<file path="src/rtl/utf8_to_ascii_text_sanitizer_top_defines.svh">
// ----------------------------------------------------------------------------
// Assertion macros for the text sanitizer
// Shared property forms, clocked on clk_i and disabled while rst_ni is low.
// ----------------------------------------------------------------------------
`ifndef UTF8_TO_ASCII_TEXT_SANITIZER_TOP_DEFINES_SVH
`define UTF8_TO_ASCII_TEXT_SANITIZER_TOP_DEFINES_SVH

// same-cycle implication
`define UTS_ASSERT_IMPL(name, pre, post, msg) \
  name: assert property (@(posedge clk_i) disable iff (!rst_ni) (pre) |-> (post)) \
    else $error(msg);

// next-cycle implication
`define UTS_ASSERT_NEXT(name, pre, post, msg) \
  name: assert property (@(posedge clk_i) disable iff (!rst_ni) (pre) |=> (post)) \
    else $error(msg);

`endif

</file>
<file path="src/rtl/uts_pkg.sv">
// ----------------------------------------------------------------------------
// uts_pkg
// Types, constants and lookup functions of the text sanitizer.
// ----------------------------------------------------------------------------
`default_nettype none

package uts_pkg;

  localparam int unsigned ENT_DEPTH  = 5;
  localparam int unsigned EC_W       = $clog2(ENT_DEPTH + 1);
  localparam int unsigned RI_W       = $clog2(ENT_DEPTH);
  localparam int unsigned NUM_ENT    = 7;
  localparam int unsigned ENT_MAXLEN = 5;

  localparam logic [6:0] CH_SPACE = 7'h20;
  localparam logic [6:0] CH_AMP   = 7'h26;
  localparam logic [6:0] CH_QMARK = 7'h3F;
  localparam logic [6:0] CH_DOT   = 7'h2E;
  localparam logic [6:0] CH_QUOTE = 7'h22;
  localparam logic [6:0] CH_APOS  = 7'h27;
  localparam logic [6:0] CH_DASH  = 7'h2D;
  localparam logic [7:0] MAX_CHARS_RST = 8'd199;

  // entity bodies after '&': quot; amp; lt; gt; #039; #39; apos;
  localparam logic [6:0] ENT_BODY [NUM_ENT][ENT_MAXLEN] = '{
    '{7'h71, 7'h75, 7'h6F, 7'h74, 7'h3B},
    '{7'h61, 7'h6D, 7'h70, 7'h3B, 7'h00},
    '{7'h6C, 7'h74, 7'h3B, 7'h00, 7'h00},
    '{7'h67, 7'h74, 7'h3B, 7'h00, 7'h00},
    '{7'h23, 7'h30, 7'h33, 7'h39, 7'h3B},
    '{7'h23, 7'h33, 7'h39, 7'h3B, 7'h00},
    '{7'h61, 7'h70, 7'h6F, 7'h73, 7'h3B}
  };
  localparam logic [2:0] ENT_LEN [NUM_ENT] = '{3'd5, 3'd4, 3'd3, 3'd3, 3'd5, 3'd4, 3'd5};
  localparam logic [6:0] ENT_GLYPH [NUM_ENT] = '{
    CH_QUOTE, CH_AMP, 7'h3C, 7'h3E, CH_APOS, CH_APOS, CH_APOS
  };

  typedef enum logic [1:0] {EM_NONE, EM_PREFIX, EM_FULL} match_e;
  typedef enum logic [1:0] {MK_CHAR, MK_SPACE, MK_DOTS} map_kind_e;
  typedef enum logic [2:0] {FC_SPACE, FC_AMP, FC_PRINT, FC_LEAD, FC_BAD} fresh_e;
  typedef enum logic [2:0] {
    PS_MAP, PS_GLYPH, PS_BYTE, PS_QMARK, PS_AMP, PS_HELD, PS_DOTS
  } put_src_e;
  typedef enum logic [3:0] {
    ST_IDLE, ST_CHK_UTF, ST_CHK_ENT, ST_FRESH, ST_END_UTF, ST_END_ENT,
    ST_MAP, ST_PUT, ST_RPL_AMP, ST_RPL, ST_FIN
  } state_e;

  typedef struct packed {
    match_e     res;
    logic [6:0] glyph;
  } ent_match_t;

  typedef struct packed {
    map_kind_e  kind;
    logic [6:0] ch;
  } map_t;

  typedef struct packed {
    logic     load;
    logic     utf_cont;
    logic     utf_abort;
    logic     ent_store;
    logic     ent_inc;
    logic     ent_clear;
    logic     ent_start;
    logic     take_sp;
    logic     lead;
    logic     set_put;
    put_src_e src;
    logic     put_step;
    logic     ri_clr;
    logic     ri_inc;
    logic     fin;
  } dp_cmd_t;

  typedef struct packed {
    logic      present;
    logic      eos;
    logic      cl_nz;
    logic      cl_last;
    logic      is_cont;
    logic      ec_nz;
    match_e    em;
    map_kind_e mk;
    fresh_e    fc;
    logic      put_done;
    logic      can_go;
    logic      rpl_more;
  } dp_stat_t;

  // held bytes are stored ones below held-1, the current byte at held-1
  function automatic ent_match_t ent_match(input logic [EC_W-1:0] held,
                                           input logic [6:0] held_b [ENT_DEPTH],
                                           input logic [7:0] cur);
    ent_match_t r;
    logic       same;
    logic [7:0] bi;
    r.res   = EM_NONE;
    r.glyph = CH_QMARK;
    for (int k = 0; k < NUM_ENT; k++) begin
      same = int'(held) <= int'(ENT_LEN[k]);
      for (int i = 0; i < ENT_MAXLEN; i++) begin
        if (i < int'(held)) begin
          bi = (i == int'(held) - 1) ? cur : {1'b0, held_b[i]};
          if (bi != {1'b0, ENT_BODY[k][i]}) same = 1'b0;
        end
      end
      if (same) begin
        if (int'(held) == int'(ENT_LEN[k])) begin
          if (r.res != EM_FULL) begin
            r.res   = EM_FULL;
            r.glyph = ENT_GLYPH[k];
          end
        end else if (r.res == EM_NONE) begin
          r.res = EM_PREFIX;
        end
      end
    end
    return r;
  endfunction

  function automatic map_t map_cp(input logic [20:0] cp);
    map_t r;
    r.kind = MK_CHAR;
    r.ch   = CH_QMARK;
    case (cp)
      21'h2018, 21'h2019, 21'h201B, 21'h2032: r.ch = CH_APOS;
      21'h201C, 21'h201D, 21'h2033:           r.ch = CH_QUOTE;
      21'h2010, 21'h2011, 21'h2012, 21'h2013,
      21'h2014, 21'h2015, 21'h2212:           r.ch = CH_DASH;
      21'h2026:                               r.kind = MK_DOTS;
      21'h00A0, 21'h2009, 21'h200A, 21'h202F: r.kind = MK_SPACE;
      21'h00E9, 21'h00E8, 21'h00EA, 21'h00EB: r.ch = 7'h65;
      21'h00E1, 21'h00E0, 21'h00E2, 21'h00E4,
      21'h00E3, 21'h00E5:                     r.ch = 7'h61;
      21'h00ED, 21'h00EC, 21'h00EE, 21'h00EF: r.ch = 7'h69;
      21'h00F3, 21'h00F2, 21'h00F4, 21'h00F6,
      21'h00F5:                               r.ch = 7'h6F;
      21'h00FA, 21'h00F9, 21'h00FB, 21'h00FC: r.ch = 7'h75;
      21'h00F1:                               r.ch = 7'h6E;
      21'h00E7:                               r.ch = 7'h63;
      default:                                r.ch = CH_QMARK;
    endcase
    return r;
  endfunction

  function automatic fresh_e classify(input logic [7:0] b);
    fresh_e r;
    if (b inside {8'h20, 8'h0A, 8'h0D, 8'h09}) r = FC_SPACE;
    else if (b == 8'h26)                      r = FC_AMP;
    else if (b inside {[8'h21:8'h7E]})        r = FC_PRINT;
    else if (b >= 8'hC0)                      r = FC_LEAD;
    else                                      r = FC_BAD;
    return r;
  endfunction

endpackage

`default_nettype wire

</file>
<file path="src/rtl/uts_ifs.sv">
// ----------------------------------------------------------------------------
// uts channel interfaces
// Byte input, character output and configuration write channels.
// ----------------------------------------------------------------------------
`default_nettype none

interface uts_in_if;
  logic       valid;
  logic       ready;
  logic [7:0] in_byte;
  logic       byte_present;
  logic       end_of_string;
  modport source (output valid, in_byte, byte_present, end_of_string, input ready);
  modport sink   (input valid, in_byte, byte_present, end_of_string, output ready);
endinterface

interface uts_out_if;
  logic       valid;
  logic       ready;
  logic [6:0] out_char;
  logic       char_valid;
  logic       end_of_text;
  modport source (output valid, out_char, char_valid, end_of_text, input ready);
  modport sink   (input valid, out_char, char_valid, end_of_text, output ready);
endinterface

interface uts_cfg_if;
  logic       valid;
  logic       ready;
  logic [7:0] data;
  modport source (output valid, data, input ready);
  modport sink   (input valid, data, output ready);
endinterface

`default_nettype wire

</file>
<file path="src/rtl/uts_ctrl.sv">
// ----------------------------------------------------------------------------
// uts_ctrl
// Sequencer: walks one input beat through decode, entity and flush steps.
// ----------------------------------------------------------------------------
`default_nettype none

module uts_ctrl (
  input  logic               clk_i,
  input  logic               rst_ni,
  input  logic               in_valid_i,
  output logic               in_ready_o,
  input  uts_pkg::dp_stat_t  stat_i,
  output uts_pkg::dp_cmd_t   cmd_o
);
  import uts_pkg::*;

  state_e state_q, state_d;
  state_e map_ret_q, map_ret_d;
  state_e put_ret_q, put_ret_d;
  state_e rpl_ret_q, rpl_ret_d;

  always_ff @(posedge clk_i or negedge rst_ni) begin
    if (!rst_ni) begin
      state_q   <= ST_IDLE;
      map_ret_q <= ST_IDLE;
      put_ret_q <= ST_IDLE;
      rpl_ret_q <= ST_IDLE;
    end else begin
      state_q   <= state_d;
      map_ret_q <= map_ret_d;
      put_ret_q <= put_ret_d;
      rpl_ret_q <= rpl_ret_d;
    end
  end

  always_comb begin
    state_d   = state_q;
    map_ret_d = map_ret_q;
    put_ret_d = put_ret_q;
    rpl_ret_d = rpl_ret_q;
    case (state_q)
      ST_IDLE: if (in_valid_i) state_d = ST_CHK_UTF;
      ST_CHK_UTF: begin
        if (!stat_i.present) begin
          state_d = ST_END_UTF;
        end else if (stat_i.cl_nz) begin
          if (stat_i.is_cont) begin
            if (stat_i.cl_last) begin
              map_ret_d = ST_END_UTF;
              state_d   = ST_MAP;
            end else begin
              state_d = ST_END_UTF;
            end
          end else begin
            map_ret_d = ST_CHK_ENT;
            state_d   = ST_MAP;
          end
        end else if (stat_i.ec_nz) begin
          state_d = ST_CHK_ENT;
        end else begin
          state_d = ST_FRESH;
        end
      end
      ST_CHK_ENT: begin
        if (!stat_i.ec_nz) begin
          state_d = ST_FRESH;
        end else begin
          case (stat_i.em)
            EM_FULL: begin
              put_ret_d = ST_END_UTF;
              state_d   = ST_PUT;
            end
            EM_PREFIX: state_d = ST_END_UTF;
            default: begin
              rpl_ret_d = ST_FRESH;
              state_d   = ST_RPL_AMP;
            end
          endcase
        end
      end
      ST_FRESH: begin
        if (stat_i.fc == FC_PRINT || stat_i.fc == FC_BAD) begin
          put_ret_d = ST_END_UTF;
          state_d   = ST_PUT;
        end else begin
          state_d = ST_END_UTF;
        end
      end
      ST_END_UTF: begin
        if (!stat_i.eos) begin
          state_d = ST_FIN;
        end else if (stat_i.cl_nz) begin
          map_ret_d = ST_END_ENT;
          state_d   = ST_MAP;
        end else begin
          state_d = ST_END_ENT;
        end
      end
      ST_END_ENT: begin
        if (stat_i.ec_nz) begin
          rpl_ret_d = ST_FIN;
          state_d   = ST_RPL_AMP;
        end else begin
          state_d = ST_FIN;
        end
      end
      ST_MAP: begin
        if (stat_i.mk == MK_SPACE) begin
          state_d = map_ret_q;
        end else begin
          put_ret_d = map_ret_q;
          state_d   = ST_PUT;
        end
      end
      ST_PUT: if (stat_i.can_go && stat_i.put_done) state_d = put_ret_q;
      ST_RPL_AMP: begin
        put_ret_d = ST_RPL;
        state_d   = ST_PUT;
      end
      ST_RPL: begin
        if (stat_i.rpl_more) begin
          put_ret_d = ST_RPL;
          state_d   = ST_PUT;
        end else begin
          state_d = rpl_ret_q;
        end
      end
      ST_FIN: if (stat_i.can_go) state_d = ST_IDLE;
      default: state_d = ST_IDLE;
    endcase
  end

  always_comb begin
    cmd_o      = '0;
    cmd_o.src  = PS_QMARK;
    in_ready_o = 1'b0;
    case (state_q)
      ST_IDLE: begin
        in_ready_o = 1'b1;
        cmd_o.load = in_valid_i;
      end
      ST_CHK_UTF: begin
        if (stat_i.present && stat_i.cl_nz) begin
          if (stat_i.is_cont) cmd_o.utf_cont = 1'b1;
          else                cmd_o.utf_abort = 1'b1;
        end
      end
      ST_CHK_ENT: begin
        if (stat_i.ec_nz) begin
          cmd_o.ent_store = 1'b1;
          case (stat_i.em)
            EM_FULL: begin
              cmd_o.ent_clear = 1'b1;
              cmd_o.set_put   = 1'b1;
              cmd_o.src       = PS_GLYPH;
            end
            EM_PREFIX: cmd_o.ent_inc = 1'b1;
            default: ;
          endcase
        end
      end
      ST_FRESH: begin
        case (stat_i.fc)
          FC_SPACE: cmd_o.take_sp = 1'b1;
          FC_AMP:   cmd_o.ent_start = 1'b1;
          FC_PRINT: begin
            cmd_o.set_put = 1'b1;
            cmd_o.src     = PS_BYTE;
          end
          FC_LEAD:  cmd_o.lead = 1'b1;
          default: begin
            cmd_o.set_put = 1'b1;
            cmd_o.src     = PS_QMARK;
          end
        endcase
      end
      ST_END_UTF: cmd_o.utf_abort = stat_i.eos && stat_i.cl_nz;
      ST_MAP: begin
        case (stat_i.mk)
          MK_SPACE: cmd_o.take_sp = 1'b1;
          MK_DOTS: begin
            cmd_o.set_put = 1'b1;
            cmd_o.src     = PS_DOTS;
          end
          default: begin
            cmd_o.set_put = 1'b1;
            cmd_o.src     = PS_MAP;
          end
        endcase
      end
      ST_PUT: cmd_o.put_step = stat_i.can_go;
      ST_RPL_AMP: begin
        cmd_o.set_put = 1'b1;
        cmd_o.src     = PS_AMP;
        cmd_o.ri_clr  = 1'b1;
      end
      ST_RPL: begin
        if (stat_i.rpl_more) begin
          cmd_o.set_put = 1'b1;
          cmd_o.src     = PS_HELD;
          cmd_o.ri_inc  = 1'b1;
        end else begin
          cmd_o.ent_clear = 1'b1;
        end
      end
      ST_FIN: cmd_o.fin = stat_i.can_go;
      default: ;
    endcase
  end

endmodule

`default_nettype wire

</file>
<file path="src/rtl/uts_dp.sv">
// ----------------------------------------------------------------------------
// uts_dp
// Datapath: decode state, entity hold buffer, character put unit, output reg.
// ----------------------------------------------------------------------------
`default_nettype none

module uts_dp (
  input  logic              clk_i,
  input  logic              rst_ni,
  input  uts_pkg::dp_cmd_t  cmd_i,
  output uts_pkg::dp_stat_t stat_o,
  input  logic [7:0]        in_byte_i,
  input  logic              byte_present_i,
  input  logic              end_of_string_i,
  input  logic              cfg_valid_i,
  input  logic [7:0]        cfg_data_i,
  output logic              out_valid_o,
  input  logic              out_ready_i,
  output logic [6:0]        out_char_o,
  output logic              char_valid_o,
  output logic              end_of_text_o
);
  import uts_pkg::*;

  // control state
  logic            after_space_q, after_space_d;
  logic            space_owed_q, space_owed_d;
  logic [7:0]      cw_q, cw_d;
  logic [7:0]      max_q;
  logic [EC_W-1:0] ec_q, ec_d;
  logic [1:0]      cl_q, cl_d;
  logic [1:0]      rep_q, rep_d;
  logic [RI_W-1:0] ri_q, ri_d;
  logic            pend_v_q, pend_v_d;
  logic            out_v_q, out_v_d;
  // payload
  logic [7:0]      b_q;
  logic            pres_q, eos_q;
  logic [20:0]     cp_q, cp_d;
  logic [6:0]      ent_q [ENT_DEPTH];
  logic [6:0]      put_c_q, put_c_d;
  logic [6:0]      pend_c_q, pend_c_d;
  logic [6:0]      out_c_q, out_c_d;
  logic            out_cv_q, out_cv_d;
  logic            out_eot_q, out_eot_d;

  ent_match_t      em;
  map_t            mp;
  logic            room, can_go, emit, push;
  logic [6:0]      emit_c, sel_c;
  logic [1:0]      ext;
  logic [EC_W-1:0] ec_m1;

  assign em     = ent_match(ec_q, ent_q, b_q);
  assign mp     = map_cp(cp_q);
  assign room   = cw_q < max_q;
  assign can_go = !out_v_q || out_ready_i;
  assign ec_m1  = ec_q - EC_W'(1);
  assign ext    = (b_q >= 8'hF0) ? 2'd3 : ((b_q >= 8'hE0) ? 2'd2 : 2'd1);

  assign stat_o.present  = pres_q;
  assign stat_o.eos      = eos_q;
  assign stat_o.cl_nz    = cl_q != 2'd0;
  assign stat_o.cl_last  = cl_q == 2'd1;
  assign stat_o.is_cont  = b_q[7:6] == 2'b10;
  assign stat_o.ec_nz    = ec_q != '0;
  assign stat_o.em       = em.res;
  assign stat_o.mk       = mp.kind;
  assign stat_o.fc       = classify(b_q);
  assign stat_o.put_done = !space_owed_q && (rep_q == 2'd1);
  assign stat_o.can_go   = can_go;
  assign stat_o.rpl_more = (int'(ri_q) + 1) < int'(ec_q);

  always_comb begin
    case (cmd_i.src)
      PS_MAP:   sel_c = mp.ch;
      PS_GLYPH: sel_c = em.glyph;
      PS_BYTE:  sel_c = b_q[6:0];
      PS_AMP:   sel_c = CH_AMP;
      PS_HELD:  sel_c = ent_q[ri_q];
      PS_DOTS:  sel_c = CH_DOT;
      default:  sel_c = CH_QMARK;
    endcase
  end

  always_comb begin
    after_space_d = after_space_q;
    space_owed_d  = space_owed_q;
    cw_d          = cw_q;
    ec_d          = ec_q;
    cl_d          = cl_q;
    cp_d          = cp_q;
    rep_d         = rep_q;
    ri_d          = ri_q;
    put_c_d       = put_c_q;
    pend_v_d      = pend_v_q;
    pend_c_d      = pend_c_q;
    out_v_d       = out_v_q;
    out_c_d       = out_c_q;
    out_cv_d      = out_cv_q;
    out_eot_d     = out_eot_q;
    emit          = 1'b0;
    emit_c        = put_c_q;
    push          = 1'b0;

    if (out_v_q && out_ready_i) out_v_d = 1'b0;

    if (cmd_i.utf_cont) begin
      cp_d = {cp_q[14:0], b_q[5:0]};
      cl_d = cl_q - 2'd1;
    end
    if (cmd_i.utf_abort) cl_d = 2'd0;
    if (cmd_i.lead) begin
      cp_d = 21'(b_q[5:0] & (6'h3F >> ext));
      cl_d = ext;
    end
    if (cmd_i.ent_inc)   ec_d = ec_q + EC_W'(1);
    if (cmd_i.ent_clear) ec_d = '0;
    if (cmd_i.ent_start) ec_d = EC_W'(1);
    if (cmd_i.take_sp) begin
      if (!after_space_q) space_owed_d = 1'b1;
      after_space_d = 1'b1;
    end
    if (cmd_i.set_put) begin
      put_c_d = sel_c;
      rep_d   = (cmd_i.src == PS_DOTS) ? 2'd3 : 2'd1;
    end
    if (cmd_i.ri_clr) ri_d = '0;
    if (cmd_i.ri_inc) ri_d = ri_q + RI_W'(1);

    // put unit: an owed space goes first, then the character
    if (cmd_i.put_step) begin
      if (space_owed_q) begin
        space_owed_d = 1'b0;
        if (room) begin
          cw_d = cw_q + 8'd1;
          // a space on the last slot is trailing and is dropped
          if (cw_q + 8'd1 < max_q) begin
            emit   = 1'b1;
            emit_c = CH_SPACE;
          end
        end
      end else begin
        if (room) begin
          emit = 1'b1;
          cw_d = cw_q + 8'd1;
        end
        after_space_d = 1'b0;
        rep_d         = rep_q - 2'd1;
      end
    end

    // one character is held back so the last one of a string can carry the end flag
    if (emit) begin
      if (pend_v_q) begin
        push      = 1'b1;
        out_c_d   = pend_c_q;
        out_cv_d  = 1'b1;
        out_eot_d = 1'b0;
      end
      pend_v_d = 1'b1;
      pend_c_d = emit_c;
    end

    if (cmd_i.fin) begin
      if (pend_v_q) begin
        push      = 1'b1;
        out_c_d   = pend_c_q;
        out_cv_d  = 1'b1;
        out_eot_d = eos_q;
        pend_v_d  = 1'b0;
      end else if (eos_q) begin
        push      = 1'b1;
        out_c_d   = 7'h00;
        out_cv_d  = 1'b0;
        out_eot_d = 1'b1;
      end
      if (eos_q) begin
        after_space_d = 1'b1;
        space_owed_d  = 1'b0;
        cw_d          = 8'd0;
        ec_d          = '0;
        cl_d          = 2'd0;
        cp_d          = 21'd0;
      end
    end

    if (push) out_v_d = 1'b1;
  end

  always_ff @(posedge clk_i or negedge rst_ni) begin
    if (!rst_ni) begin
      after_space_q <= 1'b1;
      space_owed_q  <= 1'b0;
      cw_q          <= 8'd0;
      max_q         <= MAX_CHARS_RST;
      ec_q          <= '0;
      cl_q          <= 2'd0;
      cp_q          <= 21'd0;
      rep_q         <= 2'd1;
      ri_q          <= '0;
      pend_v_q      <= 1'b0;
      out_v_q       <= 1'b0;
    end else begin
      after_space_q <= after_space_d;
      space_owed_q  <= space_owed_d;
      cw_q          <= cw_d;
      if (cfg_valid_i) max_q <= cfg_data_i;
      ec_q          <= ec_d;
      cl_q          <= cl_d;
      cp_q          <= cp_d;
      rep_q         <= rep_d;
      ri_q          <= ri_d;
      pend_v_q      <= pend_v_d;
      out_v_q       <= out_v_d;
    end
  end

  always_ff @(posedge clk_i) begin
    if (cmd_i.load) begin
      b_q    <= in_byte_i;
      pres_q <= byte_present_i;
      eos_q  <= end_of_string_i;
    end
    if (cmd_i.ent_store) ent_q[ec_m1[RI_W-1:0]] <= b_q[6:0];
    put_c_q   <= put_c_d;
    pend_c_q  <= pend_c_d;
    out_c_q   <= out_c_d;
    out_cv_q  <= out_cv_d;
    out_eot_q <= out_eot_d;
  end

  assign out_valid_o   = out_v_q;
  assign out_char_o    = out_c_q;
  assign char_valid_o  = out_cv_q;
  assign end_of_text_o = out_eot_q;

endmodule

`default_nettype wire

</file>
<file path="src/rtl/utf8_to_ascii_text_sanitizer_top.sv">
// ----------------------------------------------------------------------------
// utf8_to_ascii_text_sanitizer_top
// Turns a UTF-8 / HTML-entity byte stream into printable ASCII for a display.
// ----------------------------------------------------------------------------
// Usage:
//  - in_ch: one byte beat per item (in_byte, byte_present, end_of_string).
//    byte_present low with end_of_string high flushes the string.
//  - out_ch: one character beat per result; the last beat of a string has
//    end_of_text set, and a string that yields nothing gives one empty beat.
//  - cfg_ch: writes max_chars (reset 199); ready is always high. Write only
//    while the block is idle.
//  - Processing: one item at a time. A plain ASCII byte goes through the
//    accept, decode, classify, put, end check and flush steps. An owed space
//    adds a put step, a completed UTF-8 sequence a map step, "..." a put
//    step per extra dot, and an entity mismatch RPL_AMP, put and RPL for the
//    '&' plus a put and RPL step per replayed byte. The put unit emits at
//    most one character per cycle.
//  - Output: an item's last character appears the cycle after the flush step.
//  - Stall: while the output register is full and out_ch.ready is low, the
//    put and flush steps wait; in_ch.ready stays low until the item is done.
//  - Reset: asynchronous, active low; clears string state, max_chars to 199.
// ----------------------------------------------------------------------------
`default_nettype none
`include "utf8_to_ascii_text_sanitizer_top_defines.svh"

module utf8_to_ascii_text_sanitizer_top (
  input  logic       clk_i,
  input  logic       rst_ni,
  uts_in_if.sink     in_ch,
  uts_out_if.source  out_ch,
  uts_cfg_if.sink    cfg_ch
);
  import uts_pkg::*;

  dp_cmd_t  cmd;
  dp_stat_t stat;

  assign cfg_ch.ready = 1'b1;

  // sequencer: one state per processing step of a beat
  uts_ctrl u_ctrl (
    .clk_i      (clk_i),
    .rst_ni     (rst_ni),
    .in_valid_i (in_ch.valid),
    .in_ready_o (in_ch.ready),
    .stat_i     (stat),
    .cmd_o      (cmd)
  );

  // datapath: holds decode state, entity bytes, pending char and output reg
  uts_dp u_dp (
    .clk_i           (clk_i),
    .rst_ni          (rst_ni),
    .cmd_i           (cmd),
    .stat_o          (stat),
    .in_byte_i       (in_ch.in_byte),
    .byte_present_i  (in_ch.byte_present),
    .end_of_string_i (in_ch.end_of_string),
    .cfg_valid_i     (cfg_ch.valid),
    .cfg_data_i      (cfg_ch.data),
    .out_valid_o     (out_ch.valid),
    .out_ready_i     (out_ch.ready),
    .out_char_o      (out_ch.out_char),
    .char_valid_o    (out_ch.char_valid),
    .end_of_text_o   (out_ch.end_of_text)
  );

  // characters are always printable
  `UTS_ASSERT_IMPL(a_printable, out_ch.valid && out_ch.char_valid, (out_ch.out_char >= 7'h20) && (out_ch.out_char <= 7'h7E), "non-printable character beat")
  // an empty beat only marks a string end
  `UTS_ASSERT_IMPL(a_marker, out_ch.valid && !out_ch.char_valid, out_ch.end_of_text && (out_ch.out_char == 7'h00), "malformed end marker")
  // a new beat is not taken while one is being worked on
  `UTS_ASSERT_NEXT(a_one_item, in_ch.valid && in_ch.ready, !in_ch.ready, "input taken while busy")

endmodule

`default_nettype wire

</file>
<file path="src/flat_wrapper.sv">
// flat-port wrapper written by rule: the top's interface ports become plain ports
module utf8_to_ascii_text_sanitizer_top_flat import uts_pkg::*;
  (clk_i, rst_ni, in_ch_valid, in_ch_in_byte, in_ch_byte_present, in_ch_end_of_string, in_ch_ready, out_ch_valid, out_ch_out_char, out_ch_char_valid, out_ch_end_of_text, out_ch_ready, cfg_ch_valid, cfg_ch_data, cfg_ch_ready);
  uts_in_if in_ch_i ();
  uts_out_if out_ch_i ();
  uts_cfg_if cfg_ch_i ();
  input  logic clk_i;
  input  logic rst_ni;
  input wire logic [$bits(in_ch_i.valid)-1:0] in_ch_valid;
  input wire logic [$bits(in_ch_i.in_byte)-1:0] in_ch_in_byte;
  input wire logic [$bits(in_ch_i.byte_present)-1:0] in_ch_byte_present;
  input wire logic [$bits(in_ch_i.end_of_string)-1:0] in_ch_end_of_string;
  output wire logic [$bits(in_ch_i.ready)-1:0] in_ch_ready;
  output wire logic [$bits(out_ch_i.valid)-1:0] out_ch_valid;
  output wire logic [$bits(out_ch_i.out_char)-1:0] out_ch_out_char;
  output wire logic [$bits(out_ch_i.char_valid)-1:0] out_ch_char_valid;
  output wire logic [$bits(out_ch_i.end_of_text)-1:0] out_ch_end_of_text;
  input wire logic [$bits(out_ch_i.ready)-1:0] out_ch_ready;
  input wire logic [$bits(cfg_ch_i.valid)-1:0] cfg_ch_valid;
  input wire logic [$bits(cfg_ch_i.data)-1:0] cfg_ch_data;
  output wire logic [$bits(cfg_ch_i.ready)-1:0] cfg_ch_ready;
  assign in_ch_i.valid = in_ch_valid;
  assign in_ch_i.in_byte = in_ch_in_byte;
  assign in_ch_i.byte_present = in_ch_byte_present;
  assign in_ch_i.end_of_string = in_ch_end_of_string;
  assign in_ch_ready = in_ch_i.ready;
  assign out_ch_valid = out_ch_i.valid;
  assign out_ch_out_char = out_ch_i.out_char;
  assign out_ch_char_valid = out_ch_i.char_valid;
  assign out_ch_end_of_text = out_ch_i.end_of_text;
  assign out_ch_i.ready = out_ch_ready;
  assign cfg_ch_i.valid = cfg_ch_valid;
  assign cfg_ch_i.data = cfg_ch_data;
  assign cfg_ch_ready = cfg_ch_i.ready;
  utf8_to_ascii_text_sanitizer_top u_core (.clk_i(clk_i), .rst_ni(rst_ni), .in_ch(in_ch_i), .out_ch(out_ch_i), .cfg_ch(cfg_ch_i));
endmodule
</file>
<file path="config.mk">
export PLATFORM = sky130hd
export DESIGN_NAME = utf8_to_ascii_text_sanitizer_top_flat
export DESIGN_NICKNAME = d
export VERILOG_FILES = /design/src/rtl/uts_pkg.sv /design/src/rtl/uts_ifs.sv /design/src/rtl/uts_ctrl.sv /design/src/rtl/uts_dp.sv /design/src/rtl/utf8_to_ascii_text_sanitizer_top.sv /design/src/flat_wrapper.sv
export VERILOG_INCLUDE_DIRS = /design/src /design/src/rtl
export SDC_FILE = /design/constraint.sdc
export NUM_CORES = 1
export LEC_CHECK = 0
export BUFFER_PORTS_ARGS = -buffer_cell sky130_fd_sc_hd__buf_2
export CAP_MARGIN = 20
export CORE_ASPECT_RATIO = 1.4
export CORE_UTILIZATION = 55
export DETAILED_ROUTE_END_ITERATION = 16
export GPL_TIMING_DRIVEN = 0
export PLACE_DENSITY = 0.85
export SLEW_MARGIN = 5
export SYNTH_ARGS = -nofsm -noshare
export SYNTH_HDL_FRONTEND = slang
export SYNTH_SLANG_ARGS = --single-unit
</file>
<file path="constraint.sdc">
create_clock -name clk_i -period 4.3 [get_ports clk_i]
set_input_delay 0.86 -clock clk_i [delete_from_list [all_inputs] [get_ports clk_i]]
set_output_delay 0.86 -clock clk_i [all_outputs]
set_load 0.03 [all_outputs]
</file>
* Word-level counts from Yosys, hierarchy flattened
Index checks and enable logic that the tools add are counted.
** Word-level totals
- Register bits :: 135
- Bits of input ports :: 23
- Output and inout bits :: 12
- Word-level logic and storage cells :: 486
** Cells by class
- $add $sub $neg :: 8
- $lt $le $gt $ge :: 19
- Equal/unequal tests :: 124
- Shift-type cells :: 1
- Mux-type cells :: 257
- Bitwise operators :: 3
- Reductions and logical operators :: 46
** Operator list (number)
- $eq 21x8->1 const B :: 26
- $eq 21x14->1 const B :: 18
- $mux 1 :: 126
- $mux 7 :: 18
- $mux 9 :: 13
- $mux 4 :: 27
- $ne 8x7->1 const B :: 12
- $mux 21 :: 4
- $mux 8 :: 9
- $ne 8x6->1 const B :: 9
- $pmux 7 s10 :: 1
- $mux 2 :: 30
- $pmux 4 s11 :: 1
- $pmux 7 s6 :: 1
- $pmux 4 s2 :: 5
- $pmux 4 s5 :: 2
- $ne 2x2->1 const B :: 19
- $mux 3 :: 12
- $bwmux 35 :: 1
- $logic_not 32->1 :: 1
- $eq 8x4->1 const B :: 3
- $ge 8x8->1 const B :: 3
- $and 6x21->21 :: 1
- $bmux 7 s3 :: 1
- 58 further kinds :: 115

* Longest topological paths before layout
- Depth in word-level cells :: 48
- Mapped depth :: 21
- Gate-level depth less buffers :: 18

* Cells and area by module
A second synthesis with hierarchy kept.
** Unflattened totals
- Cells, all modules :: 922
- Area, all modules :: 8728.4 um2
** Modules (own cells, without submodules)
- uts_dp :: instances 1, cells an instance 767, area an instance 7475.9 um2, sequential area each 3236.9 um2
- uts_ctrl :: instances 1, cells an instance 153, area an instance 1241.2 um2, sequential area each 350.3 um2
- utf8_to_ascii_text_sanitizer_top :: instances 1, cells an instance 2, area an instance 11.3 um2, sequential area each 0.0 um2

* Least setup slack after synthesis
Ideal clock, no wire load.
- Kind :: register to register
- Start point :: register u_core.u_dp.ec_q[0]
- End point :: register u_core.u_dp.put_c_q[0], data pin
- Library setup time :: 0.266 ns
- Data arrival time :: 4.146 ns
- Data required time :: 4.034 ns
- Slack :: -0.111 ns
- Cell stages (with the launch flop) :: 20
- Path buffers :: 2
- Clock period less this slack :: 4.411 ns
- Cells stage by stage :: dfrtp_1 -> clkbuf_1 -> inv_1 -> ha_1 -> o21ba_2 -> a21bo_4 -> nand2_2 -> mux2_4 -> a221o_1 -> or3_4 -> o211ai_2 -> a41o_1 -> ha_1 -> nand2_1 -> nand2_1 -> nand3_1 -> clkbuf_1 -> a32o_1 -> a221oi_1 -> o21ai_1
** On the way
- Cells in the longest elaborated chain, start to end :: 45
- Elaborated cells between the ends (all ways) :: 174
- Classes of those cells :: 1 x add/sub; 9 x order compare; 40 x eq/ne; 113 x mux; 11 x reduce/logical
** Ends and longest elaborated chain
- start, declared :: RTL line uts_dp.sv:30 : logic [EC_W-1:0] ec_q, ec_d;
- start signal, assigned :: RTL line uts_dp.sv:197 : ec_q <= '0;
- start signal, assigned :: RTL line uts_dp.sv:209 : ec_q <= ec_d;
- $sub 3x1->4 :: RTL line uts_pkg.sv:106 : bi = (i == int'(held) - 1) ? cur : {1'b0, held_b[i]};
- $logic_not 32->1 :: RTL line uts_pkg.sv:106
- $mux 8 :: RTL line uts_pkg.sv:106
- $ne 8x7->1 :: RTL line uts_pkg.sv:107 : if (bi != {1'b0, ENT_BODY[k][i]}) same = 1'b0;
- $mux 1 :: RTL line uts_pkg.sv:107
- $mux 1 :: RTL line uts_pkg.sv:105 : if (i < int'(held)) begin
- $mux 1 :: RTL line uts_pkg.sv:107
- $mux 1 :: RTL line uts_pkg.sv:105
- (+29 left out)
- $mux 2 :: RTL line uts_pkg.sv:111 : if (int'(held) == int'(ENT_LEN[k])) begin
- $mux 9 :: RTL line uts_pkg.sv:110 : if (same) begin
- $eq 2x2->1 :: RTL line uts_ctrl.sv:151 : case (stat_i.em)
- $mux 4 :: RTL line uts_ctrl.sv:151
- $mux 4 :: RTL line uts_ctrl.sv:149 : if (stat_i.ec_nz) begin
- $pmux 4 s5 :: RTL line uts_ctrl.sv:137 : case (state_q)
- $eq 3x3->1, or another cell as far along :: RTL line uts_dp.sv:75 : case (cmd_i.src)
- $pmux 7 s6 (*) :: RTL line uts_dp.sv:75
- end signal, assigned :: RTL line uts_dp.sv:226 : put_c_q <= put_c_d;
- end, declared :: RTL line uts_dp.sv:41 : logic [6:0] put_c_q, put_c_d;
Every way passes the cells marked *; elsewhere a longest branch is shown, timed or not.
A chain may end at the register's enable or synchronous reset.

* Final worst setup path
- Start point :: register u_core.u_dp.b_q[5]
- End point :: register u_core.u_dp.put_c_q[0], data pin
** On the way
- Cells in the longest elaborated chain, start to end :: 43
- Elaborated cells between the ends (all ways) :: 172
- Classes of those cells :: 3 x order compare; 41 x eq/ne; 115 x mux; 13 x reduce/logical
** Ends and longest elaborated chain
- start, declared :: RTL line uts_dp.sv:37 : logic [7:0] b_q;
- start signal, assigned :: RTL line uts_dp.sv:221 : b_q <= in_byte_i;
- $mux 8 :: RTL line uts_pkg.sv:106
- $ne 8x7->1 :: RTL line uts_pkg.sv:107
- $mux 1 :: RTL line uts_pkg.sv:107
- $mux 1 :: RTL line uts_pkg.sv:105
- $mux 1 :: RTL line uts_pkg.sv:107
- $mux 1 :: RTL line uts_pkg.sv:105
- $mux 1 :: RTL line uts_pkg.sv:107
- $mux 1 :: RTL line uts_pkg.sv:105
- (+27 left out)
- $mux 2 :: RTL line uts_pkg.sv:111
- $mux 9 :: RTL line uts_pkg.sv:110
- $eq 2x2->1 :: RTL line uts_ctrl.sv:151
- $mux 4 :: RTL line uts_ctrl.sv:151
- $mux 4 :: RTL line uts_ctrl.sv:149
- $pmux 4 s5 :: RTL line uts_ctrl.sv:137
- $eq 3x3->1, or another cell as far along :: RTL line uts_dp.sv:75
- $pmux 7 s6 (*) :: RTL line uts_dp.sv:75
Marks and branches as above.

==> results.sh <==
export IMPL_synth_area_leaders="edfxtp_1 21%, dfrtp_1 17%, nand2_1 5.2%, ha_1 4.9%, o21ai_0 3.4%"
export IMPL_power_uw=6490
export IMPL_worst_setup_path_start_kind="register"
export IMPL_synth_compound_area_share_pct=17.9
export IMPL_drt_iter0_markers=566
export IMPL_final_hold_viol_count=0
export IMPL_grt_pass1_vias=7545
export IMPL_place_congestion=1.00
export IMPL_clk_insertion_delay_late_ps=430
export IMPL_firstDrtPassIters=9
export IMPL_drt_total_wl_um=24800
export IMPL_max_freq_mhz=231
export IMPL_rows=53
export IMPL_clkTransAtPathRegs_ps=60
export IMPL_hpwl_um=17500
export IMPL_n_fill_cell=1191
export IMPL_synth_fa_ha_area_share_pct=5.01
export IMPL_fp_coreArea_um2=15000
export IMPL_fin_crit_ps=4330
export IMPL_clkSinkCount=133
export IMPL_initial_core_util_pct=56.3
export IMPL_powerDensity_nw_per_um2=659
export IMPL_setup_viol=1
export IMPL_critPathKind="reg -> reg"
export IMPL_yosys_register_bits=133
export IMPL_crit_arrival_ps=4490
export IMPL_drc=0
export IMPL_cts_tree="built"
export IMPL_drive_above_1_share_pct=18.4
export IMPL_crit_chain="buf_2, nand4b_1, or4_1, nor4_1, o22ai_1, nor2_1, a22oi_2, o211ai_4, a41o_1, ha_2, nand2_2, nand2_4, nand3_4, buf_8, a32o_2, a221oi_2, o21ai_1"
export IMPL_synth_xor_area_share_pct=1.45
export IMPL_tns_ps=-30.9
export IMPL_skew_ps=14.9
export IMPL_synth_largest_area_cell="edfxtp_1"
export IMPL_violations="setup timing"
export IMPL_syn_num_nets=973
export IMPL_multi_input_area_um2=4780
export IMPL_grt_usage_pct=32.1
export IMPL_crit_path_end_kind="register"
export IMPL_io_buffers=33
export IMPL_grt_overflow=0
export IMPL_slew_headroom_pct=32.5
export IMPL_max_slew_worst_pin_slew_ps=1000
export IMPL_cpPeakStageDelay_ps=520
export IMPL_n_antenna_cell=0
export IMPL_nets=1047
export IMPL_synth_most_common_cell="nand2_1"
export IMPL_async_reset_ff_share_pct=48.9
export IMPL_maxSlewViolCount=0
export IMPL_detail_route_wl_per_cell_um=20.7
export IMPL_cts_buffer_depth=2
export IMPL_root_buffer="clkbuf_16"
export IMPL_vias=7753
export IMPL_max_vdd_ir_drop_uv=415
export IMPL_holdCritPathClass="reg -> reg"
export IMPL_io_pins=35
export IMPL_die_x_um=107
export IMPL_p_leak_uw=0.00389
export IMPL_status="finished, violations left"
export IMPL_via_per_inst=6.48
export IMPL_synthTopCellsByCount="116 x nand2_1, 63 x nor2_1, 59 x edfxtp_1"
export IMPL_ys_seq_area_share_pct=42.5
export IMPL_ys_types=92
export IMPL_cpMaxStageDelayCell="edfxtp_1"
export IMPL_yosysWarnings=0
export IMPL_cp_max_fo=10
export IMPL_syn_inst=917
export IMPL_netlist_area_um2=8440
export IMPL_muxShareOfSynthArea_pct=3.90
export IMPL_finalCritPeriodShare_pct=101
export IMPL_grt_max_degree=66
export IMPL_syn_to_final_growth_pct=16.6
export IMPL_cts_buffers=17
export IMPL_synth_top_area_share_pct=21.0
export IMPL_synth_edff_count=59
export IMPL_cts_max_level=4
export IMPL_rsz0062_at_grt="true"
export IMPL_die_area_um2=15900
export IMPL_ff_latch_area_um2=3590
export IMPL_synth_top_family_by_area="simple AND/OR/NAND/NOR gates"
export IMPL_fin_ws_ps=-30.9
export IMPL_ys_flop_type="edfxtp_1"
export IMPL_dieHeight_um=149
export IMPL_cap_violations=0
export IMPL_synth_simple_area_share_pct=25.5
export IMPL_grt_pass1_wl_um=38600
export IMPL_syn_avg_cell_area_um2=9.20
export IMPL_ant_nets=0
export IMPL_antenna_found_initial=0
export IMPL_required_ps=4460
[repair_timing]
action                                  CTS  global route
resized for setup                        33            29
buffers inserted                         12            12
endpoints found under the setup margin   29            10
hold buffers                              0             0
pin swaps                                 7            13
[path summary, 6_finish.rpt]
check / startpoint / endpoint / slack (ps) / depth (start not counted)
min in group asynchronous: rst_ni / u_core.u_dp.max_q[3] / 530 / 1
worst max-delay path: u_core.u_dp.b_q[5] / u_core.u_dp.put_c_q[0] / -30 / 17
max in group asynchronous: rst_ni / u_core.u_dp.ec_q[1] / 3200 / 1
worst min-delay path: u_core.u_dp.end_of_text_o / u_core.u_dp.end_of_text_o / 470 / 1
worst min register to register: u_core.u_dp.end_of_text_o / u_core.u_dp.end_of_text_o / 470 / 1
worst max register to register: u_core.u_dp.b_q[5] / u_core.u_dp.put_c_q[0] / -30 / 17
[stage by stage]
step	utilization (%)	setup WS, ps	area (um^2)	hold slack, ps	instances
finish	65.7	-30.9	9840	470	1196
global route	65.7	-67.6	9840	495	1196
CTS	64.4	13.0	9650	472	1185
detailed placement	59.0	-1080	8850	459	1142
global placement	59.0	-1070	8850	439	1142
floorplan	-	8.55	8440	444	917
[metal layers]
| layer | vias up | wire, um | global-route usage (%) |
|---|---|---|---|
| li1 | 3558 | - | - |
| met1 | 3607 | 8850 | 34.0 |
| met2 | 429 | 12200 | 54.9 |
| met3 | 159 | 1680 | 6.57 |
| met4 | 0 | 2060 | 25.6 |
| met5 | - | 0 | 0 |
[placed cells by master (no fill, tap or decap), types with 12 or more instances in the layout]
cell         n
nand3_1     36
nor4_1      12
nor2_1      62
inv_1       28
clkbuf_1    31
and2_1      14
nand2_1    114
o21ai_0     57
buf_4       26
dfrtp_1     56
edfxtp_1    59
nand4_1     19
nor3_1      28
a21oi_1     56
nor2b_1     24
clkbuf_16   17
and3_1      13
xor2_1      12
buf_2       39
ha_1        30
nand2b_1    22
[cells by family after synthesis]
group | count (synthesis)
AND/OR/NAND/NOR | 407
AO/OA/AOI/OAI | 226
flip-flops | 133
buffers and inverters | 79
adder cells (fa/ha/maj) | 34
multiplexers | 23
XOR/XNOR | 14
other | 1
[area by class of cell]
cell class,instances,share of cell area [%]
plain buffers,46,2.10
clock buffers,18,4.36
clock inverters,14,1.21
inverters,31,1.22
multi-input cells,705,48.5
flip-flops and latches,133,36.5
well taps,192,2.44
repair buffers,57,3.66
[power by group]
| part | internal (uW) | total [uW] | switching (uW) |
|---|---|---|---|
| combinational | 1190 | 3240 | 2050 |
| sequential | 1670 | 1910 | 233 |
| clock | 751 | 1340 | 592 |
[worst max-delay path: cells and delay by family, from the launching register on]
kind / cells / cell delay [ps]
buffers and inverters: 2 / 470
flip-flops: 1 / 520
adder cells (fa/ha/maj): 1 / 200
AND/OR/NAND/NOR: 7 / 1590
AO/OA/AOI/OAI: 7 / 1260
[registers in the layout (all words and copies together), names as in the netlist, 3 cells and up]
| signal | cells |
|---|---|
| u_core.u_ctrl.map_ret_q | 3 |
| u_core.u_ctrl.put_ret_q | 4 |
| u_core.u_ctrl.rpl_ret_q | 3 |
| u_core.u_ctrl.state_q | 4 |
| u_core.u_dp.b_q | 8 |
| u_core.u_dp.cp_q | 21 |
| u_core.u_dp.cw_q | 8 |
| u_core.u_dp.ec_q | 3 |
| u_core.u_dp.ent_q | 35 |
| u_core.u_dp.max_q | 8 |
| u_core.u_dp.out_char_o | 7 |
| u_core.u_dp.pend_c_q | 7 |
| u_core.u_dp.put_c_q | 7 |
| u_core.u_dp.ri_q | 3 |
(Power assumes the default switching activity.)
